===== config.mk =====
export PLATFORM = sky130hd
export DESIGN_NAME = swhc_cell
export DESIGN_NICKNAME = d
export VERILOG_FILES = /design/src/sliding_window_hit_counter_macros.svh /design/src/swhc_pkg.sv /design/src/swhc_cell.sv
export SDC_FILE = /design/constraint.sdc
export NUM_CORES = 1
export LEC_CHECK = 0
export BUFFER_PORTS_ARGS = -buffer_cell sky130_fd_sc_hd__buf_2
export CAP_MARGIN = 20
export CORE_MARGIN = 4
export CORE_UTILIZATION = 40
export CTS_CLUSTER_DIAMETER = 60
export CTS_CLUSTER_SIZE = 40
export DETAILED_ROUTE_END_ITERATION = 10
export PLACE_DENSITY = 0.8
export SYNTH_ARGS = -nofsm -noshare
export SYNTH_HDL_FRONTEND = slang
export SYNTH_SLANG_ARGS = --single-unit
export TNS_END_PERCENT = 100

===== constraint.sdc =====
create_clock -name clk_i -period 1 [get_ports clk_i]
set_input_delay 0.15 -clock clk_i [delete_from_list [all_inputs] [get_ports clk_i]]
set_output_delay 0.15 -clock clk_i [all_outputs]
set_load 0.02 [all_outputs]

===== src/sliding_window_hit_counter_macros.svh =====
// Assertion macros shared by the sliding window hit counter RTL.
`ifndef SLIDING_WINDOW_HIT_COUNTER_MACROS_SVH
`define SLIDING_WINDOW_HIT_COUNTER_MACROS_SVH

// Same-cycle implication, disabled while reset is asserted.
`define SWHC_ASSERT_IMP(label, clk, rst_n, ante, cons, msg) \
  label: assert property (@(posedge clk) disable iff (!rst_n) (ante) |-> (cons)) \
    else $error(msg);

// Next-cycle implication, disabled while reset is asserted.
`define SWHC_ASSERT_NXT(label, clk, rst_n, ante, cons, msg) \
  label: assert property (@(posedge clk) disable iff (!rst_n) (ante) |=> (cons)) \
    else $error(msg);

`endif


===== src/swhc_pkg.sv =====
// Types and constants of the sliding window hit counter.
package swhc_pkg;

  localparam int unsigned TS_W  = 31;
  localparam int unsigned CNT_W = 32;

  localparam logic OP_HIT   = 1'b0;
  localparam logic OP_QUERY = 1'b1;

  localparam logic [CNT_W-1:0] CNT_MAX = {CNT_W{1'b1}};

  typedef struct packed {
    logic             valid;
    logic [TS_W-1:0]  stamp;
    logic [CNT_W-1:0] hits;
  } bucket_t;

endpackage


===== src/swhc_cell.sv =====
// One bucket of the rotating ring: holds a bucket and passes it on when shifting.
module swhc_cell (
  input  logic              clk_i,
  input  logic              rst_ni,
  input  logic              shift_i,
  input  swhc_pkg::bucket_t bucket_i,
  output swhc_pkg::bucket_t bucket_o
);
  import swhc_pkg::*;

  logic             valid_q, valid_d;
  logic [TS_W-1:0]  stamp_q, stamp_d;
  logic [CNT_W-1:0] hits_q, hits_d;

  always_comb begin
    valid_d = valid_q;
    stamp_d = stamp_q;
    hits_d  = hits_q;
    if (shift_i) begin
      valid_d = bucket_i.valid;
      stamp_d = bucket_i.stamp;
      hits_d  = bucket_i.hits;
    end
  end

  always_ff @(posedge clk_i or negedge rst_ni) begin
    if (!rst_ni) begin
      valid_q <= 1'b0;
    end else begin
      valid_q <= valid_d;
    end
  end

  always_ff @(posedge clk_i) begin
    stamp_q <= stamp_d;
    hits_q  <= hits_d;
  end

  assign bucket_o.valid = valid_q;
  assign bucket_o.stamp = stamp_q;
  assign bucket_o.hits  = hits_q;

endmodule


==> impl_metrics.json, run 1 <==
{
  "peakVddDrop_uv": 1530,
  "min-delay-start": "bucket_i[13]",
  "layout_common_cells": "83 x buf_2, 63 x edfxtp_1, 63 x dlygate4sd3_1",
  "path_max_fanout": 1,
  "cp.arrival_ns": 0.94,
  "synth-simple-area-share": 0,
  "violations": "setup timing",
  "endpoint_kind": "output port",
  "wl_microns": 6560,
  "grt_setup_unrepaired": "yes",
  "whs_path_depth": 1,
  "rr_startpoint": "valid_q",
  "root_buffer": "clkbuf_8",
  "syn_nets": 133,
  "synth-xor-area-share": 0,
  "path_cells": "buf_6",
  "drt_iter0_markers": 113,
  "critPathKind": "reg2out",
  "ys_types": 4,
  "vias_per_cell": 4.45,
  "cts_made_buffers": 9,
  "syn_area_sq_um": 1940,
  "ant_nets": 0,
  "cts_sinks": 64,
  "grt_max_degree": 39,
  "gp_congestion": 0.664,
  "fp.dieArea_sq_um": 6030,
  "hp-class": "in2reg",
  "cp-start-kind": "flip-flop",
  "yosysSeqAreaShare": 0.988,
  "synth_fa_ha_area_frac": 0,
  "synth_warnings": 0,
  "fp.dieW_microns": 77.6,
  "min_period_over_period": 1.09,
  "worst-path-buf-inv": 1,
  "slew_violations": 0,
  "antenna_found_initial": 0,
  "worstPathRequired_ns": 0.85,
  "cp_slowest_stage_delay_ns": 0.44,
  "met2_usage": 0.372,
  "drc_errors": 0,
  "clk_pin_slew_ns": 0.08,
  "diodes": 0,
  "final_cells": 345,
  "finalClockSkew_ns": 0,
  "rows": 25,
  "synth.avg_cell_area_sq_um": 29.4,
  "met1_usage": 0.242,
  "dp_cells": 265,
  "grt_pass1_wl_microns": 9490,
  "overflow": 0,
  "cts_tree": "yes",
  "worst_slack_ns": -0.0921,
  "post-route-util": 0.814,
  "ys_ff_latch": 64,
  "final_layout_size_suffix_gt1_frac": 0.540,
  "first_pass_iters": 4,
  "grt_pass1_vias": 1749,
  "status": "finished, violations left",
  "start_util": 0.411,
  "r2r_setup_slack_ns": 0.08,
  "hold_viol": 0,
  "maxSlewHeadroom": 0.856,
  "rr_endpoint": "valid_q",
  "netlist_instances": 66,
  "finalPower_mw": 6.76,
  "nFillCells": 222,
  "track_usage": 0.220,
  "ios": 131,
  "setup_violations": 53,
  "grtUsageMet3": 0.101,
  "clk_latency_ns": 0.32,
  "synth_compound_area_frac": 0,
  "p_leak_nw": 1.64,
  "io_buffers": 130,
  "cpMaxStageDelayCell": "edfxtp_1",
  "gr-max-usage-layer": "met2",
  "synth_top_family_by_area": "multiplexers",
  "ctsLongestPathBuffers": 2,
  "power_density_nw_per_um2": 1760,
  "worstRegToRegCells": 2,
  "cts_max_level": 3,
  "wl_per_cell_microns": 19.0,
  "nets": 340,
  "tightest_slew_ns": 0.217,
  "cpLargestDelayFamily": "flip-flops",
  "die_y_microns": 77.6,
  "synthMuxAreaShare": 0.00774,
  "core-area_sq_um": 4720,
  "layout_commonest_cell": "buf_2",
  "max_clock_freq_ghz": 0.916,
  "area_delta_synth_final_pct": 98.3,
  "num_vias": 1534,
  "min_to": "hits_q[13]",
  "cap_violations": 0,
  "finalCriticalPeriod_ns": 1.09
}
how the worst max path moves through the flow:
stage,start,endpoint,slack [ns],depth (start not counted)
6_report,stamp_q[22],bucket_o[54],-0.09,1
5_1_grt,stamp_q[22],bucket_o[54],-0.13,1
4_1_cts,stamp_q[28],bucket_o[60],-0.05,1
3_5_place_dp,shift_i,stamp_q[14],0.09,2
3_3_place_gp,shift_i,stamp_q[0],0.11,2
2_1_floorplan,valid_q,valid_q,0.27,1
cell families (layout without fill, tap and decap cells):
kind of cell / after synthesis / count (layout)
muxes: 1 / 1
buffers and inverters: 1 / 213
DFF: 64 / 64
registers in the layout, summed over array words and instances (netlist names):
signal	count
hits_q	32
valid_q	1
stamp_q	31
final cells by class:
type / instances / area, sq um / area share
flip-flops and latches: 64 / 1920 / 0.499
multi-input cells: 1 / 15.0 / 0.00390
clock inverters: 6 / 83.8 / 0.0218
repair buffers: 197 / 1620 / 0.421
clock buffers: 10 / 128 / 0.0332
well taps: 67 / 83.8 / 0.0218
routing by layer:
| metal | wire [microns] | share of wire | vias up |
|---|---|---|---|
| met1 | 2320 | 0.35 | 718 |
| met3 | 737 | 0.11 | 12 |
| met2 | 3380 | 0.52 | 125 |
| met4 | 121 | 0.018 | 0 |
| met5 | 0 | 0 | - |
| li1 | - | - | 679 |
cell usage after synthesis:
| cell | number | area [sq um] |
|---|---|---|
| buf_4 | 1 | 7.51 |
| dfrtp_1 | 1 | 25.0 |
| edfxtp_1 | 63 | 1890 |
| mux2_4 | 1 | 15.0 |
per-stage QoR:
step           instance area, sq um  hold slack (ns)  setup WS, ns  setup TNS (ns)
3_3_place_gp                   2700          -0.0640         0.107               0
3_5_place_dp                   2700          -0.0658        0.0908               0
6_report                       3840           0.0128       -0.0921           -1.54
4_1_cts                        3650         0.000238       -0.0482           -1.37
2_1_floorplan                  1940           -0.146         0.271               0
5_1_grt                        3840          0.00101        -0.128           -3.95
power breakdown:
part / total (mW) / switching, mW / internal, mW
registers: 3.29 / 0.104 / 3.19
clock network: 2.39 / 0.990 / 1.40
logic: 1.08 / 0.502 / 0.579
total: 6.76 / 1.60 / 5.16
repair_timing:
| action | in CTS | in global routing |
|---|---|---|
| hold endpoints to repair | 63 | 0 |
| buffers inserted | 1 | 0 |
| endpoints found under the setup margin | 61 | 64 |
| resized for setup | 32 | 63 |
| hold buffers | 63 | 0 |
Note: power is estimated with default switching activity, not from simulation.
==> inputs of run 2 (changes only) <==
==> constraint.sdc (replaced) <==
create_clock -name clk_i -period 1 [get_ports clk_i]
set_input_delay 0.05 -clock clk_i [delete_from_list [all_inputs] [get_ports clk_i]]
set_output_delay 0.05 -clock clk_i [all_outputs]
set_load 0.02 [all_outputs]
==> run 2 against run 1 <==
  * The run now ends clean
  * Clock power shrank 23%
  * Via count decreased by 0.46%
  * Final area down 7.0%
  * First-iteration DRC count decreased by 15%
  * Die area is the same
  * Sequential cell count unchanged
  * Wire length down 9.2%
  * Largest cell class unchanged
  * Highest routed layer unchanged
==> impl_metrics.json, run 2 (synthesis results as in run 1) <==
{
  "cts_tree": "yes",
  "core-area_sq_um": 4720,
  "p_leak_nw": 1.55,
  "switchingPower_mw": 1.53,
  "tns_ns": 0,
  "regMostFlops": "hits_q",
  "maxSlewHeadroom": 0.906,
  "first_pass_iters": 4,
  "met1_usage": 0.226,
  "fp.dieArea_sq_um": 6030,
  "final_layout_size_suffix_gt1_frac": 0.541,
  "cp-start-kind": "flip-flop",
  "r2r_setup_slack_ns": 0.23,
  "post_cts_buffers": 0,
  "diodes": 0,
  "endpoint_kind": "output port",
  "met2_usage": 0.360,
  "clkPwrFrac": 0.307,
  "peakVddDrop_uv": 1730,
  "wl_per_cell_microns": 17.0,
  "nets": 345,
  "cts_made_buffers": 9,
  "cap_violations": 0,
  "worstPathRequired_ns": 0.95,
  "ant_nets": 0,
  "path_cells": "buf_6",
  "cts_sinks": 64,
  "cp_slowest_stage_delay_ns": 0.43,
  "dp_hpwl_microns": 3230,
  "ctsLongestPathBuffers": 2,
  "finalCriticalPeriod_ns": 0.967,
  "setup_violations": 0,
  "grtUsageMet3": 0.0789,
  "p_sw_frac": 0.255,
  "hp-class": "in2async",
  "root_buffer": "clkbuf_8",
  "path_max_fanout": 1,
  "hold_viol": 0,
  "vias_per_cell": 4.36,
  "gp_congestion": 0.676,
  "num_vias": 1527,
  "tightest_slew_ns": 0.143,
  "finalClockSkew_ns": 0,
  "cts_max_level": 3,
  "track_usage": 0.209,
  "p_int_mw": 4.49,
  "whs_ns": 0.0604,
  "grt_pass1_wl_microns": 9200,
  "grt_max_degree": 25,
  "gr-max-usage-layer": "met2",
  "worst-path-buf-inv": 1,
  "start_util": 0.411,
  "cp.arrival_ns": 0.92,
  "layout_common_cells": "129 x buf_2, 65 x dlygate4sd3_1, 63 x edfxtp_1",
  "antenna_found_initial": 0,
  "p_comb_frac": 0.154,
  "die_y_microns": 77.6,
  "largest_reg_flops": 32,
  "layout_commonest_cell": "buf_2",
  "fp.dieW_microns": 77.6,
  "max_clock_freq_ghz": 1.03,
  "drt_iter0_markers": 96,
  "io_buffers": 130,
  "min_period_over_period": 0.967,
  "seq_power_share": 0.539,
  "grt_pass1_vias": 1769,
  "critPathKind": "reg2out",
  "area_delta_synth_final_pct": 84.4,
  "clk_latency_ns": 0.33,
  "clk_pin_slew_ns": 0.07,
  "slew_violations": 0,
  "drc_errors": 0,
  "rows": 25,
  "grt_setup_unrepaired": "no",
  "ios": 131,
  "cpLargestDelayFamily": "flip-flops",
  "cpMaxStageDelayCell": "edfxtp_1",
  "overflow": 0,
  "power_density_nw_per_um2": 1680,
  "status": "finished, final reports clean",
  "largestRegisters": "hits_q x32, stamp_q x31, valid_q x1",
  "wl_microns": 5960
}
-- run 2: power groups by stage --
stage / clock (mW) / sequential (mW) / combinational, mW
6_report: 1.85 / 3.24 / 0.929
5_1_grt: 1.98 / 3.26 / 0.981
4_1_cts: 1.84 / 3.23 / 0.908
3_5_place_dp: 0 / 3.28 / 0.713
3_3_place_gp: 0 / 3.28 / 0.700
2_1_floorplan: 0 / 3.57 / 0.0180
-- run 2: worst paths after layout --
kind	start	end	cells after the start
setup reg to reg	valid_q	valid_q	1
setup / recovery	hits_q[12]	bucket_o[12]	1
hold reg to reg	valid_q	valid_q	1
hold / removal	rst_ni	valid_q	2
min in group clk_i	shift_i	stamp_q[22]	2
max in group asynchronous	rst_ni	valid_q	2
-- run 2: repair_timing --
| action | CTS | global route |
|---|---|---|
| endpoints found under the hold margin | 65 | 0 |
| gates resized for setup | 0 | 2 |
| hold buffers | 65 | 0 |
| setup endpoints to repair | 0 | 1 |
-- run 2: area by class of cell --
class	count	area, sq um
timing repair buffer	202	1400
clock inverter	7	38.8
tap	67	83.8
sequential	64	1920
fill	264	1150
clock buffer	9	124
multi-input combinational	1	15.0
-- run 2: per-layer routing --
layer / wire length [microns] / up-vias
met2: 2990 / 118
met4: 145 / 0
met1: 2150 / 707
met5: 0 / -
li1: - / 690
met3: 673 / 12
-- run 2: per-stage QoR --
step           instance area, sq um  total power [mW]  std cells  setup slack [ns]  utilization
5_1_grt                        3580              6.23        350           0.00237        0.757
4_1_cts                        3570              5.98        350            0.0441        0.756
3_3_place_gp                   2760              3.98        269             0.181        0.584
2_1_floorplan                  1940              3.59         66             0.271            -
3_5_place_dp                   2760              4.00        269             0.171        0.584
6_report                       3580              6.02        350            0.0333        0.757
==> inputs of run 3 (changes only) <==
--- a/config.mk
+++ b/config.mk
@@ -13,6 +13,7 @@
 export CTS_CLUSTER_SIZE = 40
 export DETAILED_ROUTE_END_ITERATION = 10
 export PLACE_DENSITY = 0.8
+export RECOVER_POWER = 100
 export SYNTH_ARGS = -nofsm -noshare
 export SYNTH_HDL_FRONTEND = slang
 export SYNTH_SLANG_ARGS = --single-unit
==> run 3 against run 2 <==
  * Non-clock buffer count is the same
  * Via count grew 0.65%
  * Largest cell class unchanged
  * Sequential cell count stayed put
  * Final cell count unchanged
  * Largest power group unchanged
==> impl_metrics.json, run 3 (synthesis results as in run 1) <==
{
  "cts_max_level": 3,
  "critPathKind": "reg2out",
  "vias_per_cell": 4.39,
  "hp-class": "in2async",
  "dpl_worst_slack_ns": 0.171,
  "finalPower_mw": 5.99,
  "cts_tree": "yes",
  "cap_violations": 0,
  "min_period_over_period": 0.969,
  "first_pass_iters": 5,
  "ctsLongestPathBuffers": 2,
  "drc_errors": 0,
  "cpLargestDelayFamily": "flip-flops",
  "cp_slowest_stage_delay_ns": 0.43,
  "cp-start-kind": "flip-flop",
  "worst-path-buf-inv": 1,
  "final_cells": 350,
  "gp_congestion": 0.676,
  "clk_pin_slew_ns": 0.08,
  "ant_nets": 0,
  "slew_violations": 0,
  "start_util": 0.411,
  "max_clock_freq_ghz": 1.03,
  "wl_per_cell_microns": 16.9,
  "core-area_sq_um": 4720,
  "worstPathRequired_ns": 0.95,
  "grt_pass1_vias": 1769,
  "io_buffers": 130,
  "regMostFlops": "hits_q",
  "hold_viol": 0,
  "fp.dieArea_sq_um": 6030,
  "path_max_fanout": 1,
  "grt_pass1_wl_microns": 9200,
  "cts_made_buffers": 9,
  "status": "finished, final reports clean",
  "clk_latency_ns": 0.32,
  "area_delta_synth_final_pct": 80.9,
  "cts_sinks": 64,
  "path_cells": "buf_6",
  "root_buffer": "clkbuf_8",
  "track_usage": 0.209,
  "seqCellArea_sq_um": 1920,
  "tns_ns": 0,
  "cpMaxStageDelayCell": "edfxtp_1",
  "setup_violations": 0,
  "grt_max_degree": 25,
  "finalClockSkew_ns": 0,
  "nFillCells": 282,
  "grt_setup_unrepaired": "no",
  "wl_microns": 5910,
  "dp_hpwl_microns": 3230,
  "finalCriticalPeriod_ns": 0.969,
  "largest_reg_flops": 32,
  "dp_cells": 269,
  "drt_iter0_markers": 91,
  "num_vias": 1537,
  "rows": 25,
  "overflow": 0,
  "cp.arrival_ns": 0.92,
  "peakVddDrop_uv": 1720,
  "nets": 345,
  "maxSlewHeadroom": 0.704,
  "diodes": 0,
  "post-route-util": 0.743,
  "antenna_found_initial": 0,
  "power_density_nw_per_um2": 1710,
  "die_y_microns": 77.6,
  "fp.dieW_microns": 77.6,
  "ios": 131,
  "multiInputGateArea_sq_um": 11.3,
  "endpoint_kind": "output port",
  "layout_common_cells": "65 x dlygate4sd3_1, 64 x buf_2, 63 x edfxtp_1",
  "largestRegisters": "hits_q x32, stamp_q x31, valid_q x1",
  "worst_slack_ns": 0.0309,
  "tightest_slew_ns": 0.445,
  "final_layout_size_suffix_gt1_frac": 0.505,
  "p_leak_nw": 1.52,
  "layout_commonest_cell": "dlygate4sd3_1"
}
## run 3: timing repair
| action | in CTS | in global routing |
|---|---|---|
| setup endpoints to repair | 0 | 1 |
| resized for setup | 0 | 2 |
| setup buffers | 0 | 0 |
| hold buffers | 65 | 0 |
| endpoints found under the hold margin | 65 | 0 |
## run 3: routing by layer
metal / wire [microns] / up-vias / part of all wire / global-route usage
li1: - / 691 / - / -
met1: 2110 / 716 / 0.36 / 0.226
met2: 3000 / 116 / 0.51 / 0.360
met3: 652 / 14 / 0.11 / 0.0789
met4: 143 / 0 / 0.024 / 0.0996
met5: 0 / - / 0 / 0
## run 3: final cells by class
cell class              instances  share of cell area
well taps                      67              0.0239
multi-input cells               1             0.00321
flip-flops and latches         64               0.546
repair buffers                202               0.380
clock buffers                   9              0.0353
clock inverters                 7              0.0111
## run 3: final timing paths
path / start / to / slack, ns / cells past startpoint
min reg2reg: valid_q / valid_q / 0.51 / 1
max reg2reg: valid_q / valid_q / 0.22 / 1
min in group clk_i: shift_i / hits_q[8] / 0.36 / 2
min: rst_ni / valid_q / 0.06 / 2
max in group asynchronous: rst_ni / valid_q / 0.86 / 2
max: hits_q[12] / bucket_o[12] / 0.03 / 1
## run 3: where the power goes
group / switching, mW / leakage (nW) / total [mW] / internal, mW
Combinational: 0.492 / 0.806 / 0.888 / 0.396
Sequential: 0.0677 / 0.628 / 3.25 / 3.18
Clock: 0.981 / 0.0822 / 1.85 / 0.871
## run 3: stage by stage
| step | hold WS [ns] | cell area (sq um) |
|---|---|---|
| global placement | -0.171 | 2760 |
| detailed placement | -0.169 | 2760 |
| finish | 0.0616 | 3510 |
| floorplan | -0.246 | 1940 |
| CTS | 0.0142 | 3570 |
| global route | 0.0566 | 3510 |
