## config.mk

```make
export PLATFORM = sky130hd
export DESIGN_NAME = swhc_mod
export DESIGN_NICKNAME = d
export VERILOG_FILES = /design/src/sliding_window_hit_counter_macros.svh /design/src/swhc_pkg.sv /design/src/swhc_mod.sv
export SDC_FILE = /design/constraint.sdc
export NUM_CORES = 1
export LEC_CHECK = 0
export ABC_AREA = 1
export BUFFER_PORTS_ARGS = -buffer_cell sky130_fd_sc_hd__buf_2
export CAP_MARGIN = 10
export CORE_ASPECT_RATIO = 1.4
export CORE_MARGIN = 2
export CORE_UTILIZATION = 40
export CTS_CLUSTER_SIZE = 8
export DETAILED_ROUTE_END_ITERATION = 7
export GPL_TIMING_DRIVEN = 0
export PLACE_DENSITY_LB_ADDON = 0.12
export SLEW_MARGIN = 5
export SYNTH_ARGS = -nofsm -noshare
export SYNTH_HDL_FRONTEND = slang
export SYNTH_SLANG_ARGS = --single-unit
```

## constraint.sdc

```tcl
create_clock -name clk_i -period 16.35 [get_ports clk_i]
set_input_delay 0.8175 -clock clk_i [delete_from_list [all_inputs] [get_ports clk_i]]
set_output_delay 0.8175 -clock clk_i [all_outputs]
set_load 0.05 [all_outputs]
```

## src/sliding_window_hit_counter_macros.svh

```systemverilog
// Assertion macros shared by the sliding window hit counter RTL.
`ifndef SLIDING_WINDOW_HIT_COUNTER_MACROS_SVH
`define SLIDING_WINDOW_HIT_COUNTER_MACROS_SVH

// Same-cycle implication, disabled while reset is asserted.
`define SWHC_ASSERT_IMP(label, clk, rst_n, ante, cons, msg) \
  label: assert property (@(posedge clk) disable iff (!rst_n) (ante) |-> (cons)) \
    else $error(msg);

// Next-cycle implication, disabled while reset is asserted.
`define SWHC_ASSERT_NXT(label, clk, rst_n, ante, cons, msg) \
  label: assert property (@(posedge clk) disable iff (!rst_n) (ante) |=> (cons)) \
    else $error(msg);

`endif

```

## src/swhc_pkg.sv

```systemverilog
// Types and constants of the sliding window hit counter.
package swhc_pkg;

  localparam int unsigned TS_W  = 31;
  localparam int unsigned CNT_W = 32;

  localparam logic OP_HIT   = 1'b0;
  localparam logic OP_QUERY = 1'b1;

  localparam logic [CNT_W-1:0] CNT_MAX = {CNT_W{1'b1}};

  typedef struct packed {
    logic             valid;
    logic [TS_W-1:0]  stamp;
    logic [CNT_W-1:0] hits;
  } bucket_t;

endpackage

```

## src/swhc_mod.sv

```systemverilog
// Slot unit: timestamp modulo the window length by reciprocal multiplication, in three steps.
module swhc_mod #(
  parameter int unsigned WINDOW = 300,
  parameter int unsigned SLOT_W = $clog2(WINDOW)
) (
  input  logic                      clk_i,
  input  logic                      rst_ni,
  input  logic                      start_i,
  input  logic [swhc_pkg::TS_W-1:0] dividend_i,
  output logic                      done_o,
  output logic [SLOT_W-1:0]         rem_o
);
  import swhc_pkg::*;

  // floor(n * RECIP / 2^SHIFT) equals floor(n / WINDOW) for every 31-bit stamp
  localparam int unsigned SHIFT  = TS_W + $clog2(WINDOW);
  localparam int unsigned PROD_W = TS_W + CNT_W;
  localparam logic [63:0] RECIP_WIDE =
    ((64'd1 << SHIFT) + 64'(WINDOW) - 64'd1) / 64'(WINDOW);
  localparam logic [CNT_W-1:0] RECIP   = RECIP_WIDE[CNT_W-1:0];
  localparam logic [TS_W-1:0]  DIVISOR = TS_W'(WINDOW);

  logic              s1_q;
  logic              s2_q;
  logic              done_q;
  logic [TS_W-1:0]   dvd_q, dvd_d;
  logic [PROD_W-1:0] prod_q, prod_d;
  logic [SLOT_W-1:0] rem_q, rem_d;
  logic [TS_W-1:0]   quot;
  logic [TS_W-1:0]   back;
  logic [TS_W-1:0]   rem_full;

  // hold the dividend until the remainder is out
  assign dvd_d    = start_i ? dividend_i : dvd_q;
  assign prod_d   = {{CNT_W{1'b0}}, dvd_q} * {{TS_W{1'b0}}, RECIP};
  assign quot     = TS_W'(prod_q[PROD_W-1:SHIFT]);
  assign back     = quot * DIVISOR;
  assign rem_full = dvd_q - back;
  assign rem_d    = rem_full[SLOT_W-1:0];

  always_ff @(posedge clk_i or negedge rst_ni) begin
    if (!rst_ni) begin
      s1_q   <= 1'b0;
      s2_q   <= 1'b0;
      done_q <= 1'b0;
    end else begin
      s1_q   <= start_i;
      s2_q   <= s1_q;
      done_q <= s2_q;
    end
  end

  always_ff @(posedge clk_i) begin
    dvd_q  <= dvd_d;
    prod_q <= prod_d;
    rem_q  <= rem_d;
  end

  assign done_o = done_q;
  assign rem_o  = rem_q;

endmodule

```

==> impl_metrics.csv, run 1 <==
group,metric,value,unit
clock_network,clockRootBuffer,"clkbuf_16",
layout,regArea,0.00133,mm²
floorplan,die_w,166,µm
synthesis,ys_seq_area_frac,0.0907,
clock_network,cts_resized,0,
route,drt_pass1_iterations,4,
global_route,gr-usage-all-layers,0.216,
setup_path,crit_arrival,7330,ps
layout,layout.nets,2224,
clock_network,clkSinkCount,50,
sta,rsz0062_at_grt,"false",
route,antenna_left,0,
setup_path,start_kind,"flip-flop",
clock_network,clock_path_buffers,2,
clock_network,cts_tree,"yes",
setup_path,setup.worst_path.class,"flip-flop to flip-flop",
setup_path,critical_path.slowest_cell,"edfxtp_1",
synthesis,synth-simple-area-share,0.0953,
floorplan,initial_core_util,0.407,
synthesis,synth_fp_nets,2174,
global_route,antenna_found_initial,0,
sta,tightest_slew,944,ps
clock_network,cts_setup_buffers,0,
sta,skew,12.7,ps
layout,areaGrowthSynthToFinish,6.53,%
sta,hold_viol,0,
run_status,status,"completed",
synthesis,synth-xor-area-share,0.0126,
place,hpwl,33300,µm
synthesis,synth_area_leaders,"fa_1 (39%), ha_1 (24%), inv_1 (13%)",
floorplan,num_rows,82,
layout,antennaDiodeCount,0,
setup_path,cp.required,16570,ps
layout,multi_input_area,0.0113,mm²
hold_path,hold_class,"primary input to asynchronous set/reset pin",
synthesis,ys_ff_latch,50,
sta,finalSetupTns,0,ps
global_route,grt_pass1_wl,59900,µm
synthesis,synth_compound_area_frac,0.0293,
global_route,grt_start_max_net_pins,33,
route,wl_per_cell,18.0,µm
global_route,grt-ovfl-total,0,
setup_path,crit_fanout,9,
setup_path,crit_top_cell,"fa_1",
sta,relSlewSlack,0.371,
synthesis,synth_top_family_by_area,"adder cells",
synthesis,yosysWarnings,0,
layout,drive_above_1_share,0.0488,
route,drc,0,
layout,post-route-util,0.434,
floorplan,coreArea,0.0359,mm²
route,drt-initial-drc-count,248,
synthesis,syn_area,0.0146,mm²
setup_path,cpPeakStageDelay,890,ps
clock_network,htree_num_levels,2,
synthesis,syn_inst,1568,
floorplan,pin_count,44,
floorplan,dieArea,0.0381,mm²
sta,setup_viol,0,
clock_network,clk_latency,320,ps
floorplan,die_height,230,µm
synthesis,synth.avg_cell_area,9.32,µm²
run,maxCapViolCount,0,
place,gp_congestion,0.905,
clock_network,clk_pin_slew,70,ps
sta,final.period_utilization,0.435,
sta,slew_viol_final,0,
global_route,grt_pass1_vias,11200,
sta,clock.fmax,141,MHz
synthesis,synth_top_area_cell,"fa_1",
setup_path,endpoint_kind,"flip-flop",
sta,period_needed,7110,ps
setup_path,path_cells,"inv_1 -> fa_1 -> fa_1 -> inv_1 -> fa_1 -> fa_1 -> fa_1 -> fa_1 -> fa_1 -> inv_1 -> fa_1 -> inv_1 -> ha_1 -> a21oi_1 -> nor2_1 -> o21ai_0 -> nand2_1 -> a21oi_1 -> nand3_2 -> nand2_1 -> nand2_1",
synthesis,yosysUniqueCellTypes,32,
clock_network,cts_hold_buf,0,
layout,nFillCells,3692,
synthesis,synthAdderAreaFrac,0.637,
synthesis,synth_top_area_share,0.393,
synthesis,synth.area.mux_share,0,
clock_network,numCtsBuffers,5,
route,vias,9784,
route,drt-total-wl,37400,µm
place,portBuffers,43,
route,viasPerCell,4.70,
-- registers in the layout, summed over array words and instances, names as in the netlist --
signal  cells
done_o      1
dvd_q      31
prod_q      7
rem_o       9
s1_q        1
s2_q        1
-- synthesized netlist by cell type --
cell and number:
nor2_2 11, o21bai_1 8, nor4_2 1, dfrtp_1 3, nor3_2 2, a21o_1 7, edfxtp_1 31, dfxtp_1 16
o21ai_0 12, inv_1 522, nor3b_2 1, a21oi_1 45, inv_2 1, nand3b_1 2, xor2_1 11, ha_1 285
fa_1 287, buf_4 2, o21a_1 1, and2_1 2, nand2_1 203, nand2_2 5, o21ai_1 1, nand3_2 1
nor3_4 1, nor3_1 4, nand3_1 30, nor2_1 50, o21ai_2 2, nand4_1 10, nand4_2 1, xnor2_1 10
-- logic make-up after synthesis --
| kind of cell | count (synthesis) |
|---|---|
| adders and majority gates | 572 |
| DFF | 50 |
| buffers and inverters | 525 |
| AOI/OAI and AO/OA | 76 |
| xor gates and xnor gates | 21 |
| and+or+nand+nor | 324 |
-- area by class of cell --
class / count / share of cell area
buffer: 2 / 0.000964
clock buffer: 7 / 0.00996
clock inverter: 1 / 0.000402
inverter: 523 / 0.126
multi-input combinational: 993 / 0.727
sequential: 50 / 0.0851
tap: 462 / 0.0371
timing repair buffer: 43 / 0.0138
-- per-stage QoR --
step | std cells | hold slack [ps] | worst slack (ps) | cell area [µm²]
floorplan | 1568 | 331 | 10410 | 14600
global placement | 2073 | 341 | 9140 | 15400
detailed placement | 2073 | 337 | 9090 | 15400
CTS | 2081 | 270 | 9080 | 15600
global route | 2081 | 275 | 8860 | 15600
finish | 2081 | 280 | 9240 | 15600
-- placed cells by master, fill, tap and decap left out, types with 2 or more instances in the layout --
cell type	instances
nor3_1	4
nor3_2	2
o21ai_2	2
nor2_2	11
buf_4	2
fa_1	287
inv_1	522
nand2_1	203
nand4_1	10
dfxtp_1	16
o21ai_0	12
and2_1	2
xor2_1	11
o21bai_1	8
edfxtp_1	31
nand3_1	30
buf_2	43
nand3b_1	2
a21o_1	7
nand2_2	5
nor2_1	50
dfrtp_1	3
clkbuf_16	6
ha_1	285
a21oi_1	45
xnor2_1	10
-- routing by layer --
metal | vias to the layer above | part of all wire | global-route usage
li1 | 4759 | - | -
met1 | 4825 | 0.35 | 0.226
met2 | 136 | 0.56 | 0.422
met3 | 64 | 0.036 | 0.0233
met4 | 0 | 0.049 | 0.0932
met5 | - | 0 | 0
-- final timing paths --
check	cells after the start	startpoint	slack [ps]	to
worst max-delay path	21	dvd_q[7]	9240	prod_q[45]
worst min-delay path	1	rst_ni	280	s1_q
min in group clk_i	0	s2_q	360	done_o
max in group asynchronous	1	rst_ni	15970	s2_q
worst min register to register	0	s2_q	360	done_o
worst max register to register	21	dvd_q[7]	9240	prod_q[45]
-- worst max-delay path: cells and delay by family, from the launching register on --
kind	cells	cell delay (ps)
compound gates	3	730
fa+ha+maj	9	4390
flops	1	890
buf+inv	4	600
simple gates	5	380
Power of run 1 is not shown: default switching activity piles up to over one toggle a cycle in this logic, so the estimate is an artifact.
==> run 2, diff against run 1 <==
- ABC_AREA: 1 -> 0
- clock period: 16.35 -> 6.65 ns (I/O delays scaled with it)
==> impl_metrics.csv, run 2 <==
group,metric,value,unit
synthesis,synth_top_area_cell,"fa_1",
global_route,grt-ovfl-total,0,
setup_path,setup.worst_path.class,"flip-flop to flip-flop",
synthesis,synth.avg_cell_area,10.6,µm²
clock_network,clkSinkCount,50,
layout,final_cell_mix,"inv_1 (441), fa_1 (286), ha_1 (282)",
setup_path,cp_top_family,"adder cells",
synthesis,synth_top_area_share,0.416,
floorplan,die_w,161,µm
layout,layout.nets,2010,
place,hpwl,29500,µm
synthesis,synthArstFlopShare,0.0600,
layout,regArea,0.00133,mm²
route,drc,0,
setup_path,r2r_setup_slack,20,ps
run_status,status,"completed",
floorplan,num_rows,80,
global_route,grt_pass1_vias,10200,
setup_path,r2r-end,"prod_q[45]",
setup_path,crit_top_cell,"fa_1",
floorplan,pin_count,44,
sta,final.period_utilization,0.997,
global_route,antenna_found_initial,0,
synthesis,yosysMostFrequentCell,"inv_1",
place,portBuffers,43,
synthesis,synth_edf_count,31,
layout,areaGrowthSynthToFinish,10.9,%
global_route,grt_start_max_net_pins,33,
sta,relSlewSlack,0.464,
synthesis,synth_area_leaders,"fa_1 (42%), ha_1 (26%), inv_1 (12%)",
route,drt-total-wl,35200,µm
hold_path,whs_path_depth,1,
run,maxCapViolCount,0,
setup_path,crit_fanout,5,
synthesis,yosysUniqueCellTypes,47,
sta,slew_viol_final,0,
place,gp_congestion,0.893,
synthesis,synth_fp_nets,1909,
floorplan,dieArea,0.0360,mm²
layout,multi_input_area,0.0109,mm²
sta,hold_viol,0,
setup_path,path_cells,"clkinvlp_4 -> buf_6 -> fa_1 -> fa_1 -> fa_1 -> inv_2 -> fa_1 -> fa_1 -> fa_1 -> fa_1 -> inv_2 -> fa_1 -> inv_2 -> ha_4 -> buf_4 -> a211oi_2 -> nor3_2 -> a211oi_2 -> o211a_1 -> o41ai_2 -> xor2_1",
synthesis,ys_ff_latch,50,
synthesis,yosysWarnings,0,
place,placed_cell_area,0.0146,mm²
layout,post-route-cell-area,0.0153,mm²
setup_path,crit_path_start,"dvd_q[9]",
synthesis,syn_area,0.0138,mm²
layout,nFillCells,3404,
layout,drive_above_1_share,0.103,
clock_network,clk_pin_slew,80,ps
clock_network,clockRootBuffer,"clkbuf_16",
setup_path,reg2reg_from,"dvd_q[9]",
sta,clock.fmax,151,MHz
setup_path,endpoint_kind,"flip-flop",
setup_path,crit_arrival,6810,ps
synthesis,yosys-top-cells-count,"inv_1 (454), fa_1 (287), ha_1 (285), a21oi_1 (35), edfxtp_1 (31)",
global_route,gr-usage-all-layers,0.215,
global_route,grt_use_met2,0.440,
layout,regMostFlops,"dvd_q",
sta,period_needed,6630,ps
setup_path,cp-endpoint,"prod_q[45]",
synthesis,syn_inst,1303,
sta,hold_ws,186,ps
route,viasPerCell,4.75,
floorplan,coreArea,0.0340,mm²
synthesis,ys_seq_area_frac,0.0961,
floorplan,initial_core_util,0.405,
layout,final_common_cell,"inv_1",
global_route,grt_pass1_wl,57000,µm
route,drt-initial-drc-count,312,
route,antenna_left,0,
setup_path,start_kind,"flip-flop",
global_route,use_met1,0.237,
route,vias,8812,
sta,skew,6.65,ps
floorplan,die_height,224,µm
clock_network,htree_num_levels,2,
setup_path,cpPeakStageDelay,570,ps
sta,setup_viol,0,
route,wl_per_cell,19.0,µm
hold_path,hold_class,"primary input to flip-flop",
clock_network,numCtsBuffers,5,
synthesis,yosys_most_used_dff,"edfxtp_1",
clock_network,cts_tree,"yes",
layout,largest_reg_flops,31,
setup_path,cp_num_buf_inv,6,
clock_network,clock_path_buffers,2,
layout,antennaDiodeCount,0,
clock_network,clk_latency,310,ps
sta,tightest_slew,804,ps
setup_path,cp.required,6830,ps
setup_path,worst-path-stages,21,
global_route,met3_usage,0.00963,
route,drt_pass1_iterations,4,
global_route,busiest_layer,"met2",
sta,rsz0062_at_grt,"true",
setup_path,critical_path.slowest_cell,"fa_1",
setup_path,reg2regPathDepth,21,
## run 2: cell count changes after synthesis, moves of 4 or more
| cell | delta |
|---|---|
| nand2_1 | -178 |
| inv_1 | -68 |
| nor2_1 | -34 |
| nand3_1 | -23 |
| xnor2_1 | +19 |
| nor2_2 | -11 |
| a21oi_1 | -10 |
| a21o_1 | +9 |
| nand2_2 | -5 |
| o21ai_0 | +5 |
| o31ai_1 | +5 |
| and3_1 | +4 |
| o21bai_1 | -4 |
## run 2: worst reg2reg max path, delay by kind of cell, from the launching register on
kind	cells	cell delay [ps]
compound gates	4	950
xor+xnor	1	150
fa+ha+maj	9	4340
buf+inv	6	580
flops	1	400
simple gates	1	80
## run 2: worst min-delay path by stage
stage / endpoint / start
3_5_place_dp: done_o / rst_ni
5_1_grt: dvd_q[30] / dividend_i[30]
4_1_cts: dvd_q[30] / dividend_i[30]
6_report: dvd_q[30] / dividend_i[30]
3_3_place_gp: s1_q / rst_ni
2_1_floorplan: done_o / rst_ni
## run 2: area by class of cell
cell class	instances	share of cell area
Clock buffer	5	0.00818
Inverter	454	0.112
Timing Repair Buffer	94	0.0422
Multi-Input combinational cell	795	0.711
Buffer	4	0.00155
Sequential cell	50	0.0867
Tap cell	451	0.0369
Clock inverter	3	0.00188
## run 2: repair_timing
item                                    4_1_cts  5_1_grt
endpoints found under the setup margin        7        7
pin swaps                                    10       25
hold endpoints to repair                      3        0
buffers inserted                             42        8
resized for setup                            19       22
hold buffers                                  1        0
## run 2: layer usage
metal	share of wire	wire length, µm
met1	0.37	12900
met2	0.59	20600
met3	0.019	672
met4	0.030	1040
met5	0	0
## run 2: cell families after synthesis
| kind of cell | count (synthesis) | synth area share |
|---|---|---|
| simple gates | 78 | 0.0272 |
| xor+xnor | 42 | 0.0267 |
| flops | 50 | 0.0961 |
| fa+ha+maj | 572 | 0.675 |
| buf+inv | 458 | 0.125 |
| compound gates | 103 | 0.0501 |
## run 2: through the flow
step	setup TNS, ps	std cells	util	setup slack, ps
final	0	1856	0.450	19.3
after global routing	-1240	1856	0.450	-223
after CTS	0	1848	0.445	9.38
after detailed placement	-5780	1797	0.428	-1010
after global placement	-5650	1797	0.428	-977
after floorplan	0	1303	-	218
Power of run 2 is left out for the same reason.
==> run 3, diff against run 2 <==
- clock period: 6.65 -> 8.43 ns (I/O delays scaled with it)
==> impl_metrics.csv, run 3 (synthesis results as in run 2) <==
group,metric,value,unit
run_status,status,"completed",
clock_network,htree_num_levels,2,
global_route,gr-usage-all-layers,0.205,
clock_network,clk_pin_slew,80,ps
floorplan,die_height,224,µm
route,wl_per_cell,18.5,µm
hold_path,hold_class,"primary input to flip-flop",
sta,tightest_slew,847,ps
floorplan,die_w,161,µm
layout,regMostFlops,"dvd_q",
sta,clock.fmax,131,MHz
clock_network,cts_resized,0,
route,viasPerCell,4.78,
layout,largest_reg_flops,31,
run,maxCapViolCount,0,
clock_network,cts_hold_buf,1,
clock_network,clock_path_buffers,2,
clock_network,clockRootBuffer,"clkbuf_16",
clock_network,cts_tree,"yes",
place,portBuffers,43,
route,vias,8624,
floorplan,num_rows,80,
layout,areaGrowthSynthToFinish,6.84,%
setup_path,setup.worst_path.class,"flip-flop to flip-flop",
sta,final.period_utilization,0.907,
sta,period_needed,7640,ps
route,top_layer_used,"met4",
setup_path,reg2regPathDepth,20,
setup_path,crit_arrival,7830,ps
sta,slew_viol_final,0,
clock_network,clkSinkCount,50,
route,drt_pass1_iterations,5,
setup_path,cp.required,8620,ps
clock_network,cts_setup_buffers,0,
layout,final_common_cell,"inv_1",
place,gp_congestion,0.893,
layout,layout.nets,1960,
layout,drive_above_1_share,0.0458,
clock_network,clk_latency,310,ps
route,met2WireLength,18900,µm
floorplan,pin_count,44,
layout,antennaDiodeCount,0,
global_route,antenna_found_initial,0,
route,drt-total-wl,33400,µm
route,antenna_left,0,
global_route,grt_pass1_vias,9972,
sta,rsz0062_at_grt,"false",
sta,relSlewSlack,0.436,
setup_path,endpoint_kind,"flip-flop",
route,met1_length,12300,µm
place,hpwl,29500,µm
global_route,grt_pass1_wl,54600,µm
setup_path,crit_fanout,9,
global_route,grt_start_max_net_pins,33,
place,pre_cts_slack,772,ps
setup_path,start_kind,"flip-flop",
layout,final_cell_mix,"inv_1 (454), fa_1 (287), ha_1 (285)",
sta,hold_viol,0,
hold_path,whs_path_depth,1,
sta,timing.final.ws_setup,787,ps
route,drt-initial-drc-count,304,
route,drc,0,
floorplan,dieArea,0.0360,mm²
sta,finalSetupTns,0,ps
sta,setup_viol,0,
global_route,grt-ovfl-total,0,
layout,nFillCells,3425,
clock_network,numCtsBuffers,5,
floorplan,coreArea,0.0340,mm²
sta,skew,6.60,ps
route,dr_wl_met3,716,µm
floorplan,initial_core_util,0.405,
run 3: cell count changes in the layout (fill, tap and decap cells not counted), sizes merged:
cell | previous run | this run
buf | 96 | 46
inv | 454 | 456
clkinvlp | 2 | 0
run 3: metal layers:
metal,up-vias,track usage
met1,4389,0.224
met2,113,0.404
met3,46,0.0144
met4,0,0.0835
met5,-,0
li1,4076,-
run 3: worst paths after layout:
check	from	endpoint	slack, ps
max in group asynchronous	rst_ni	s2_q	7900
min in group asynchronous	rst_ni	done_o	420
hold / removal	dividend_i[30]	dvd_q[30]	280
setup reg to reg	dvd_q[8]	prod_q[41]	790
setup / recovery	dvd_q[8]	prod_q[41]	790
hold reg to reg	s1_q	s2_q	360
run 3: worst max-delay path, stage by stage, from the launching register on:
cell and delay [ps]:
edfxtp_1 880, inv_1 390, fa_1 580, fa_1 490, inv_1 60, fa_1 500
fa_1 570, fa_1 420, fa_1 470, fa_1 590, inv_1 70, fa_1 510
inv_1 40, ha_1 330, a21o_1 190, a211oi_1 380, nor3_1 100, a211oi_1 360
a21boi_2 300, o31ai_1 110, xor2_1 170
run 3: area by class of cell:
cell class | instances | area, µm² | area share
Clock inverter | 3 | 28.8 | 0.00195
Buffer | 4 | 23.8 | 0.00161
Multi-Input combinational cell | 795 | 10700 | 0.729
Sequential cell | 50 | 1330 | 0.0900
Clock buffer | 5 | 125 | 0.00849
Inverter | 454 | 1700 | 0.116
Timing Repair Buffer | 44 | 225 | 0.0153
Tap cell | 451 | 564 | 0.0383
run 3: through the flow:
stage	hold WS, ps	cell area (µm²)	utilization	std cells
final	276	14700	0.433	1806
after global routing	271	14700	0.433	1806
after CTS	265	14700	0.433	1806
after detailed placement	218	14600	0.428	1797
after global placement	215	14600	0.428	1797
after floorplan	126	13800	-	1303
Power of run 3 is left out for the same reason.
